**src/rtl/dnp3_frame_recognizer_defines.svh**
```systemverilog
// Assertion macros shared by the frame recognizer RTL.
// Needs a clock named i_clk and an active-low reset named i_rst_n in scope.
`ifndef DNP3_FRAME_RECOGNIZER_DEFINES_SVH
`define DNP3_FRAME_RECOGNIZER_DEFINES_SVH

// Check that a condition holds at every edge out of reset.
`define DFR_ASSERT_ALWAYS(label, cond, msg) \
    label: assert property (@(posedge i_clk) disable iff (!i_rst_n) (cond)) \
        else $error(msg);

// Check that a trigger in one cycle implies a condition in the next.
`define DFR_ASSERT_NEXT(label, trig, cond, msg) \
    label: assert property (@(posedge i_clk) disable iff (!i_rst_n) \
        (trig) |=> (cond)) else $error(msg);

`endif

```
**src/rtl/dnp3fr_pkg.sv**
```systemverilog
// Shared types and constants for the DNP3 link frame recognizer.
// No dependencies.
`timescale 1ns / 1ps

package dnp3fr_pkg;

    localparam int BYTE_W          = 8;
    localparam int COUNT_W         = 8;
    localparam int POS_W           = 9;
    localparam int OFF_W           = 5;

    localparam int CRC_BLOCK_BYTES = 16;
    localparam int CRC_BLOCK_SHIFT = 4;
    localparam int CRC_BYTES       = 2;
    localparam int HDR_BYTES       = 10;

    localparam logic [BYTE_W-1:0]  SYNC_HI   = 8'h05;
    localparam logic [BYTE_W-1:0]  SYNC_LO   = 8'h64;
    localparam logic [BYTE_W-1:0]  MIN_LEN   = 8'd5;
    localparam logic [COUNT_W-1:0] COUNT_MAX = 8'd255;

    typedef struct packed {
        logic               recognized;
        logic [COUNT_W-1:0] frame_count;
    } t_scan_res;

endpackage

```
**src/rtl/dnp3fr_scan.sv**
```systemverilog
// Frame walker: per-beat header, control and function checks plus frame count.
// Depends on dnp3fr_pkg.
`timescale 1ns / 1ps

module dnp3fr_scan (
    input  logic                             i_clk,
    input  logic                             i_rst_n,
    input  logic                             i_step,
    input  logic [dnp3fr_pkg::BYTE_W-1:0]    i_data_byte,
    input  logic                             i_last_byte,
    input  logic                             i_first_only,
    output dnp3fr_pkg::t_scan_res            o_res
);

    localparam logic [3:0] FC_PRI_MAX     = 4'd4;
    localparam logic [3:0] FC_PRI_TEST    = 4'd9;
    localparam logic [3:0] FC_SEC_MAX     = 4'd1;
    localparam logic [3:0] FC_SEC_STATUS  = 4'd11;
    localparam logic [3:0] FC_SEC_NSUP    = 4'd14;
    localparam logic [3:0] FC_SEC_NUSED   = 4'd15;
    localparam logic [7:0] AFC_LOW_MAX    = 8'd6;
    localparam logic [7:0] AFC_GAP_END    = 8'd13;
    localparam logic [7:0] AFC_HIGH_MAX   = 8'd23;
    localparam logic [7:0] AFC_RESPONSE   = 8'd129;
    localparam logic [7:0] AFC_UNSOL      = 8'd130;
    localparam logic [7:0] AFC_DATA_IDX   = 8'd2;
    localparam logic [dnp3fr_pkg::POS_W-1:0] POS_HDR_LAST =
        dnp3fr_pkg::POS_W'(dnp3fr_pkg::HDR_BYTES - 1);
    localparam logic [dnp3fr_pkg::OFF_W-1:0] OFF_DATA_END =
        dnp3fr_pkg::OFF_W'(dnp3fr_pkg::CRC_BLOCK_BYTES);
    localparam logic [dnp3fr_pkg::OFF_W-1:0] OFF_LAST =
        dnp3fr_pkg::OFF_W'(dnp3fr_pkg::CRC_BLOCK_BYTES + dnp3fr_pkg::CRC_BYTES - 1);

    function automatic logic control_ok(input logic [3:0] fc, input logic prm);
        if (prm) begin
            return (fc <= FC_PRI_MAX) || (fc == FC_PRI_TEST);
        end
        return (fc <= FC_SEC_MAX) || (fc == FC_SEC_STATUS) ||
               (fc == FC_SEC_NSUP) || (fc == FC_SEC_NUSED);
    endfunction

    function automatic logic function_ok(input logic [7:0] f);
        if (f > AFC_HIGH_MAX) begin
            return (f == AFC_RESPONSE) || (f == AFC_UNSOL);
        end
        return !((f > AFC_LOW_MAX) && (f < AFC_GAP_END));
    endfunction

    logic [dnp3fr_pkg::POS_W-1:0]   r_pos,     n_pos;
    logic [dnp3fr_pkg::BYTE_W-1:0]  r_users,   n_users;
    logic [dnp3fr_pkg::POS_W-1:0]   r_total,   n_total;
    logic [dnp3fr_pkg::OFF_W-1:0]   r_off,     n_off;
    logic [dnp3fr_pkg::BYTE_W-1:0]  r_didx,    n_didx;
    logic [dnp3fr_pkg::COUNT_W-1:0] r_count,   n_count;
    logic                           r_stopped, n_stopped;
    logic                           r_seen,    n_seen;

    logic [dnp3fr_pkg::BYTE_W-1:0]  len_users;
    logic [dnp3fr_pkg::OFF_W-1:0]   len_blocks;
    logic [dnp3fr_pkg::POS_W-1:0]   pos_inc;
    logic                           body_ok;
    logic                           count_hit;

    assign len_users  = i_data_byte - dnp3fr_pkg::MIN_LEN;
    assign len_blocks = dnp3fr_pkg::OFF_W'(
        ({1'b0, len_users} + 9'(dnp3fr_pkg::CRC_BLOCK_BYTES - 1))
        >> dnp3fr_pkg::CRC_BLOCK_SHIFT);
    assign pos_inc    = r_pos + 1'b1;

    always_comb begin
        n_pos     = r_pos;
        n_users   = r_users;
        n_total   = r_total;
        n_off     = r_off;
        n_didx    = r_didx;
        n_count   = r_count;
        n_stopped = r_stopped;
        n_seen    = r_seen;
        body_ok   = 1'b1;
        count_hit = 1'b0;

        if (i_step && !r_stopped) begin
            if (r_pos == '0) begin
                if (i_data_byte != dnp3fr_pkg::SYNC_HI) begin
                    n_stopped = 1'b1;
                end else begin
                    n_seen = 1'b1;
                    n_pos  = pos_inc;
                end
            end else if (r_pos == 9'd1) begin
                if (!r_seen || i_data_byte != dnp3fr_pkg::SYNC_LO) begin
                    n_stopped = 1'b1;
                end else begin
                    n_pos = pos_inc;
                end
            end else if (r_pos == 9'd2) begin
                if (i_data_byte < dnp3fr_pkg::MIN_LEN) begin
                    n_stopped = 1'b1;
                end else begin
                    n_users = len_users;
                    n_total = 9'(dnp3fr_pkg::HDR_BYTES) + {1'b0, len_users}
                              + {3'b0, len_blocks, 1'b0};
                    n_pos   = pos_inc;
                end
            end else begin
                if (r_pos == 9'd3 && !control_ok(i_data_byte[3:0], i_data_byte[6])) begin
                    body_ok = 1'b0;
                end
                if (body_ok) begin
                    if (r_pos <= POS_HDR_LAST) begin
                        count_hit = (r_pos == POS_HDR_LAST) && (r_users == '0);
                    end else begin
                        if (r_off < OFF_DATA_END && r_didx < r_users) begin
                            if (r_didx == AFC_DATA_IDX && !function_ok(i_data_byte)) begin
                                body_ok = 1'b0;
                            end else begin
                                count_hit = (r_didx == r_users - 1'b1);
                            end
                        end
                        n_off = (r_off == OFF_LAST) ? '0 : r_off + 1'b1;
                        if (r_off < OFF_DATA_END) begin
                            n_didx = r_didx + 1'b1;
                        end
                    end
                end
                if (!body_ok) begin
                    n_stopped = 1'b1;
                end else begin
                    if (count_hit) begin
                        if (r_count != dnp3fr_pkg::COUNT_MAX) begin
                            n_count = r_count + 1'b1;
                        end
                        if (i_first_only) begin
                            n_stopped = 1'b1;
                        end
                    end
                    if (pos_inc >= r_total) begin
                        n_pos   = '0;
                        n_seen  = 1'b0;
                        n_users = '0;
                        n_off   = '0;
                        n_didx  = '0;
                    end else begin
                        n_pos = pos_inc;
                    end
                end
            end
        end

        o_res.recognized  = (n_count != '0);
        o_res.frame_count = n_count;

        if (i_step && i_last_byte) begin
            n_pos     = '0;
            n_users   = '0;
            n_total   = '0;
            n_off     = '0;
            n_didx    = '0;
            n_count   = '0;
            n_stopped = 1'b0;
            n_seen    = 1'b0;
        end
    end

    always_ff @(posedge i_clk) begin
        if (!i_rst_n) begin
            r_pos     <= '0;
            r_users   <= '0;
            r_total   <= '0;
            r_off     <= '0;
            r_didx    <= '0;
            r_count   <= '0;
            r_stopped <= 1'b0;
            r_seen    <= 1'b0;
        end else begin
            r_pos     <= n_pos;
            r_users   <= n_users;
            r_total   <= n_total;
            r_off     <= n_off;
            r_didx    <= n_didx;
            r_count   <= n_count;
            r_stopped <= n_stopped;
            r_seen    <= n_seen;
        end
    end

endmodule

```
**src/rtl/dnp3_frame_recognizer.sv**
```systemverilog
// DNP3 link frame recognizer top level: input register, frame walker, result register.
// Depends on dnp3fr_pkg, dnp3fr_scan and dnp3_frame_recognizer_defines.svh.
//
// Usage:
//   Payload bytes enter one beat at a time on i_valid/o_ready with i_data_byte and
//   i_last_byte; i_last_byte marks the final byte of a payload.
//   Each beat with i_last_byte set yields one result beat on o_valid/i_ready:
//   o_recognized and o_frame_count (valid frames, saturating at 255).
//   Other beats yield no result.
//   A final byte's result is registered in the result register after the input register.
//   Throughput: one byte per cycle unless a final byte is held; one walker pass per beat.
//   While a result waits, non-final bytes still flow; a final byte holds in the
//   input register until the result register frees, so o_ready drops then.
//   i_cfg_we/i_cfg_data write first_frame_only; write only while the block is idle.
//   Reset (synchronous, active low) clears the scan state, the configuration
//   bit and both registers' valid flags. The scan state also clears after each
//   payload's final byte.
`timescale 1ns / 1ps
`include "dnp3_frame_recognizer_defines.svh"

module dnp3_frame_recognizer (
    input  logic                             i_clk,
    input  logic                             i_rst_n,
    input  logic                             i_valid,
    output logic                             o_ready,
    input  logic [dnp3fr_pkg::BYTE_W-1:0]    i_data_byte,
    input  logic                             i_last_byte,
    output logic                             o_valid,
    input  logic                             i_ready,
    output logic                             o_recognized,
    output logic [dnp3fr_pkg::COUNT_W-1:0]   o_frame_count,
    input  logic                             i_cfg_we,
    input  logic                             i_cfg_data
);

    logic                            r_first_only;
    logic                            r_in_valid;
    logic [dnp3fr_pkg::BYTE_W-1:0]   r_in_byte;
    logic                            r_in_last;
    logic                            r_out_valid;
    dnp3fr_pkg::t_scan_res           r_out;
    dnp3fr_pkg::t_scan_res           scan_res;
    logic                            step;
    logic                            out_free;

    assign out_free = !r_out_valid || i_ready;
    assign step     = r_in_valid && (!r_in_last || out_free);
    assign o_ready  = !r_in_valid || step;

    always_ff @(posedge i_clk) begin
        if (!i_rst_n) begin
            r_first_only <= 1'b0;
            r_in_valid   <= 1'b0;
            r_out_valid  <= 1'b0;
        end else begin
            if (i_cfg_we) begin
                r_first_only <= i_cfg_data;
            end
            if (o_ready) begin
                r_in_valid <= i_valid;
            end
            if (step && r_in_last) begin
                r_out_valid <= 1'b1;
            end else if (i_ready) begin
                r_out_valid <= 1'b0;
            end
        end
    end

    always_ff @(posedge i_clk) begin
        if (o_ready && i_valid) begin
            r_in_byte <= i_data_byte;
            r_in_last <= i_last_byte;
        end
        if (step && r_in_last) begin
            r_out <= scan_res;
        end
    end

    dnp3fr_scan u_scan (
        .i_clk        (i_clk),
        .i_rst_n      (i_rst_n),
        .i_step       (step),
        .i_data_byte  (r_in_byte),
        .i_last_byte  (r_in_last),
        .i_first_only (r_first_only),
        .o_res        (scan_res)
    );

    assign o_valid       = r_out_valid;
    assign o_recognized  = r_out.recognized;
    assign o_frame_count = r_out.frame_count;

    `DFR_ASSERT_ALWAYS(a_rec_matches_count, !o_valid || (o_recognized == (o_frame_count != '0)), "recognized flag disagrees with frame count")
    `DFR_ASSERT_NEXT(a_last_gives_result, step && r_in_last, r_out_valid, "final beat produced no result")
    `DFR_ASSERT_ALWAYS(a_stall_only_when_full, o_ready || (r_in_valid && r_in_last && r_out_valid), "input stalled without a pending result")

endmodule

```
**config.mk**
```make
export PLATFORM = sky130hd
export DESIGN_NAME = dnp3_frame_recognizer
export DESIGN_NICKNAME = d
export VERILOG_FILES = /design/src/rtl/dnp3fr_pkg.sv /design/src/rtl/dnp3fr_scan.sv /design/src/rtl/dnp3_frame_recognizer.sv
export VERILOG_INCLUDE_DIRS = /design/src /design/src/rtl
export SDC_FILE = /design/constraint.sdc
export NUM_CORES = 1
export LEC_CHECK = 0
export BUFFER_PORTS_ARGS = -buffer_cell sky130_fd_sc_hd__buf_2
export CORE_ASPECT_RATIO = 2
export CORE_MARGIN = 10
export CORE_UTILIZATION = 65
export CTS_BUF_LIST = sky130_fd_sc_hd__clkbuf_4 sky130_fd_sc_hd__clkbuf_8 sky130_fd_sc_hd__clkbuf_16
export DETAILED_ROUTE_END_ITERATION = 10
export MAX_ROUTING_LAYER = met4
export PLACE_DENSITY_LB_ADDON = 0.08
export SLEW_MARGIN = 0
export SYNTH_ARGS = -nofsm -noshare
export SYNTH_HDL_FRONTEND = slang
export SYNTH_SLANG_ARGS = --single-unit
```
**constraint.sdc**
```tcl
create_clock -name i_clk -period 6.7 [get_ports i_clk]
set_input_delay 1.005 -clock i_clk [delete_from_list [all_inputs] [get_ports i_clk]]
set_output_delay 1.005 -clock i_clk [all_outputs]
set_load 0.005 [all_outputs]
```
==> out/metrics.cfg <==
[drt]
dr.pass1.iters=5
first_iter_violations=250
final_antenna_net_count=0
via_count=3634
wirelength_um=10500
wl_per_cell_um=17.3
route.detailed.drc=0
viasPerCell=6.00

[critical_path]
critPathCaptureType=flip-flop
arrival_ns=4.01
critPathKind=flip-flop to flip-flop
required_ns=6.92
reg2regPathDepth=16
r2r_start=r_in_byte[0]
r2r_slack_ns=2.91
cp-start-kind=flip-flop
r2r_end=u_scan.r_total[8]
worstPathMaxFanout=8
critical_path.endpoint=u_scan.r_total[8]
crit_path_start=r_in_byte[0]

[clock_tree]
cts_buffers=9
clkSinkCount=70
ctsResizeCount=0
path_clk_slew_ns=0.06
postCtsSetupBuffers=0
clkLatencyLatePin_ns=0.34
cts_tree=done
h-tree-depth=3
clk_path_buf_depth=2
clock_tree.root_cell=clkbuf_16
hold_buffers=0

[floorplanning]
rows=42
core_um2=6620
dieArea_um2=10600
die_y_um=136
start_util_pct=66.3
io_pins=26
die_w_um=78.1

[sta]
fmax_mhz=264
final.setup_skew_ns=0.00633
fin_setup_tns_ns=0
slew_headroom_pct=35.7
fin_crit_sh_pct=56.6
hold_viol=0
grt_setup_unrepaired=no
tightest_slew_ns=0.960
maxSlewViolCount=0
finalSetupViolations=0
period_needed_ns=3.79

[logic_synthesis]
synthMuxAreaShare_pct=2.82
synth_seq_area_share_pct=36.1
synth-edff-count=18
yosysTopAreaCell=dfxtp_1
synth-compound-area-share_pct=15.0
yosys-top-cells-area=dfxtp_1 24%, edfxtp_1 12%, ha_1 12%
synthFlopType=dfxtp_1
syn-num-nets=548
synthArstFlopShare_pct=0
synthAdderAreaFrac_pct=12.2
synth_top_area_share_pct=23.7
yosys.area_share.simple_pct=21.2
yosys_warnings=0
syn-cell-area_um2=4390
avgSynthCellArea_um2=8.93
syn_inst=491
synth.distinct_cells=56
synth_top_family_by_area=simple AND/OR/NAND/NOR gates
ys_ff_latch=70
synth_xor_area_share_pct=7.99

[place]
io_buffer_count=25
gp_congestion=0.943
dpl.hpwl_um=8230

[global_routing]
grt_max_degree=25
grt_overflow=0
grt_pass1_vias=3784
grt_pass1_wl_um=17300
antenna_found_initial=0
grt_usage_pct=21.1

[cells_and_area]
multiInputGateArea_um2=2600
final-seq-area_um2=1580
antennaDiodeCount=0
drive_gt1_share_pct=12.0
num-fill-cells=539
area_growth_pct=10.6
final_util_pct=73.3
num-nets-final=570

[hold_path]
hp-class=flip-flop to flip-flop
min_from=u_scan.r_stopped

[run_status]
status=complete, no violations

[power_and_ir_drop]
p_leak_nw=1.88
ir_drop_mv=0.201
p_per_area_nw_per_um2=207

[run]
drv_cap=0

-- state kept, by name, indices dropped and copies added, names as in the netlist --
name / count
r_in_valid: 1
r_in_byte: 8
u_scan.r_didx: 8
o_recognized: 1
r_in_last: 1
u_scan.r_count: 8
o_frame_count: 8
u_scan.r_total: 9
o_valid: 1
u_scan.r_off: 5
u_scan.r_pos: 9
u_scan.r_users: 8
r_first_only: 1
u_scan.r_stopped: 1
u_scan.r_seen: 1
-- synthesized netlist by cell type, types with 2 or more instances --
master and instances:
nor2b_1 12, dfxtp_1 52, clkbuf_1 14, nor4_1 4, nand2_1 26, or2_2 2
inv_1 39, o21ai_0 14, o32ai_1 6, nor2_1 57, edfxtp_1 18, a22oi_1 11
a31oi_1 7, a211oi_1 4, xnor2_1 25, nor3b_1 2, a211oi_2 4, or4_4 2
mux2i_1 9, o21ba_2 2, and4_1 2, nand3b_1 2, or3_1 3, ha_1 41
o21a_1 3, mux2_2 3, or4_1 3, o21bai_1 2, nand2b_1 8, o21ai_1 2
and3_1 4, xor2_1 15, nand3_1 19, o31ai_1 3, a21o_1 9, a21oi_1 20
nor3_1 14, nand4_1 10
-- how the worst min path moves through the flow --
stage / to / slack [ns] / depth (start not counted)
after floorplan: u_scan.r_seen / 0.43 / 2
after global placement: u_scan.r_stopped / 0.46 / 1
after detailed placement: u_scan.r_stopped / 0.47 / 1
after CTS: u_scan.r_stopped / 0.48 / 1
after global routing: u_scan.r_stopped / 0.50 / 1
final: u_scan.r_stopped / 0.48 / 1
-- logic make-up (layout without fill, tap and decap cells) --
logic type | count (synthesis) | count (layout)
adder cells (fa/ha/maj) | 42 | 42
multiplexers | 12 | 12
AND/OR/NAND/NOR | 178 | 178
flip-flops | 70 | 70
XOR/XNOR | 40 | 40
buffers and inverters | 54 | 81
AO/OA/AOI/OAI | 95 | 95
-- metrics by stage --
| step | hold slack [ns] | cells | area (µm²) | worst slack (ns) | power [mW] |
|---|---|---|---|---|---|
| 4_1_cts | 0.479 | 606 | 4850 | 2.97 | 1.01 |
| 5_1_grt | 0.504 | 606 | 4850 | 2.63 | 1.04 |
| 6_report | 0.477 | 606 | 4850 | 2.91 | 1.01 |
| 3_5_place_dp | 0.466 | 590 | 4570 | 2.99 | 0.568 |
| 3_3_place_gp | 0.459 | 590 | 4570 | 3.05 | 0.566 |
| 2_1_floorplan | 0.429 | 491 | 4390 | 3.34 | 0.538 |
-- cell type report --
cell class	count	area share [%]
flip-flops and latches	70	32.6
clock buffers	13	5.39
multi-input cells	367	53.6
repair buffers	26	2.73
inverters	39	3.02
clock inverters	3	0.438
well taps	88	2.27
-- where the power goes --
part           internal [mW]  total, mW  leakage (nW)  switching (mW)
Clock                  0.273      0.448         0.140           0.175
Sequential             0.440      0.448         0.579         0.00757
Combinational         0.0486      0.110          1.16          0.0618
-- critical path, stage by stage (launching register included) --
cell and delay, ns:
edfxtp_1 0.51, inv_1 0.11, ha_1 0.27, xnor2_1 0.37, nor2b_1 0.13, a31oi_1 0.35, xor2_1 0.19, ha_1 0.25
ha_1 0.23, fa_1 0.40, a21o_1 0.17, a21oi_1 0.23, inv_1 0.06, a21oi_1 0.14, nor2_1 0.05, mux2i_1 0.15
nor2_1 0.05
-- metal layers --
metal	GRT usage (%)	part of all wire, %
met2	39.5	57
met4	16.4	5.8
met1	17.3	34
met5	-	0
met3	4.23	2.9
-- cell usage in the layout, fill, tap and decap left out, types with 3 or more instances in the layout --
master     netlist  final
xnor2_1         25     25
o32ai_1          6      6
mux2i_1          9      9
a211oi_1         4      4
xor2_1          15     15
or3_1            3      3
dfxtp_1         52     52
a21oi_1         20     20
o21a_1           3      3
or4_1            3      3
and3_1           4      4
clkbuf_16        0      9
o31ai_1          3      3
a31oi_1          7      7
nand2_1         26     26
o21ai_0         14     13
edfxtp_1        18     18
nor2b_1         12     12
a21o_1           9      9
ha_1            41     41
inv_1           39     39
a22oi_1         11     11
a211oi_2         4      4
nand3_1         19     19
clkbuf_4         0      3
buf_2            0     25
nand2b_1         8      8
nor4_1           4      4
mux2_2           3      3
nand4_1         10     10
nor2_1          57     57
nor3_1          14     14
Power figures use the tool's default switching activity.
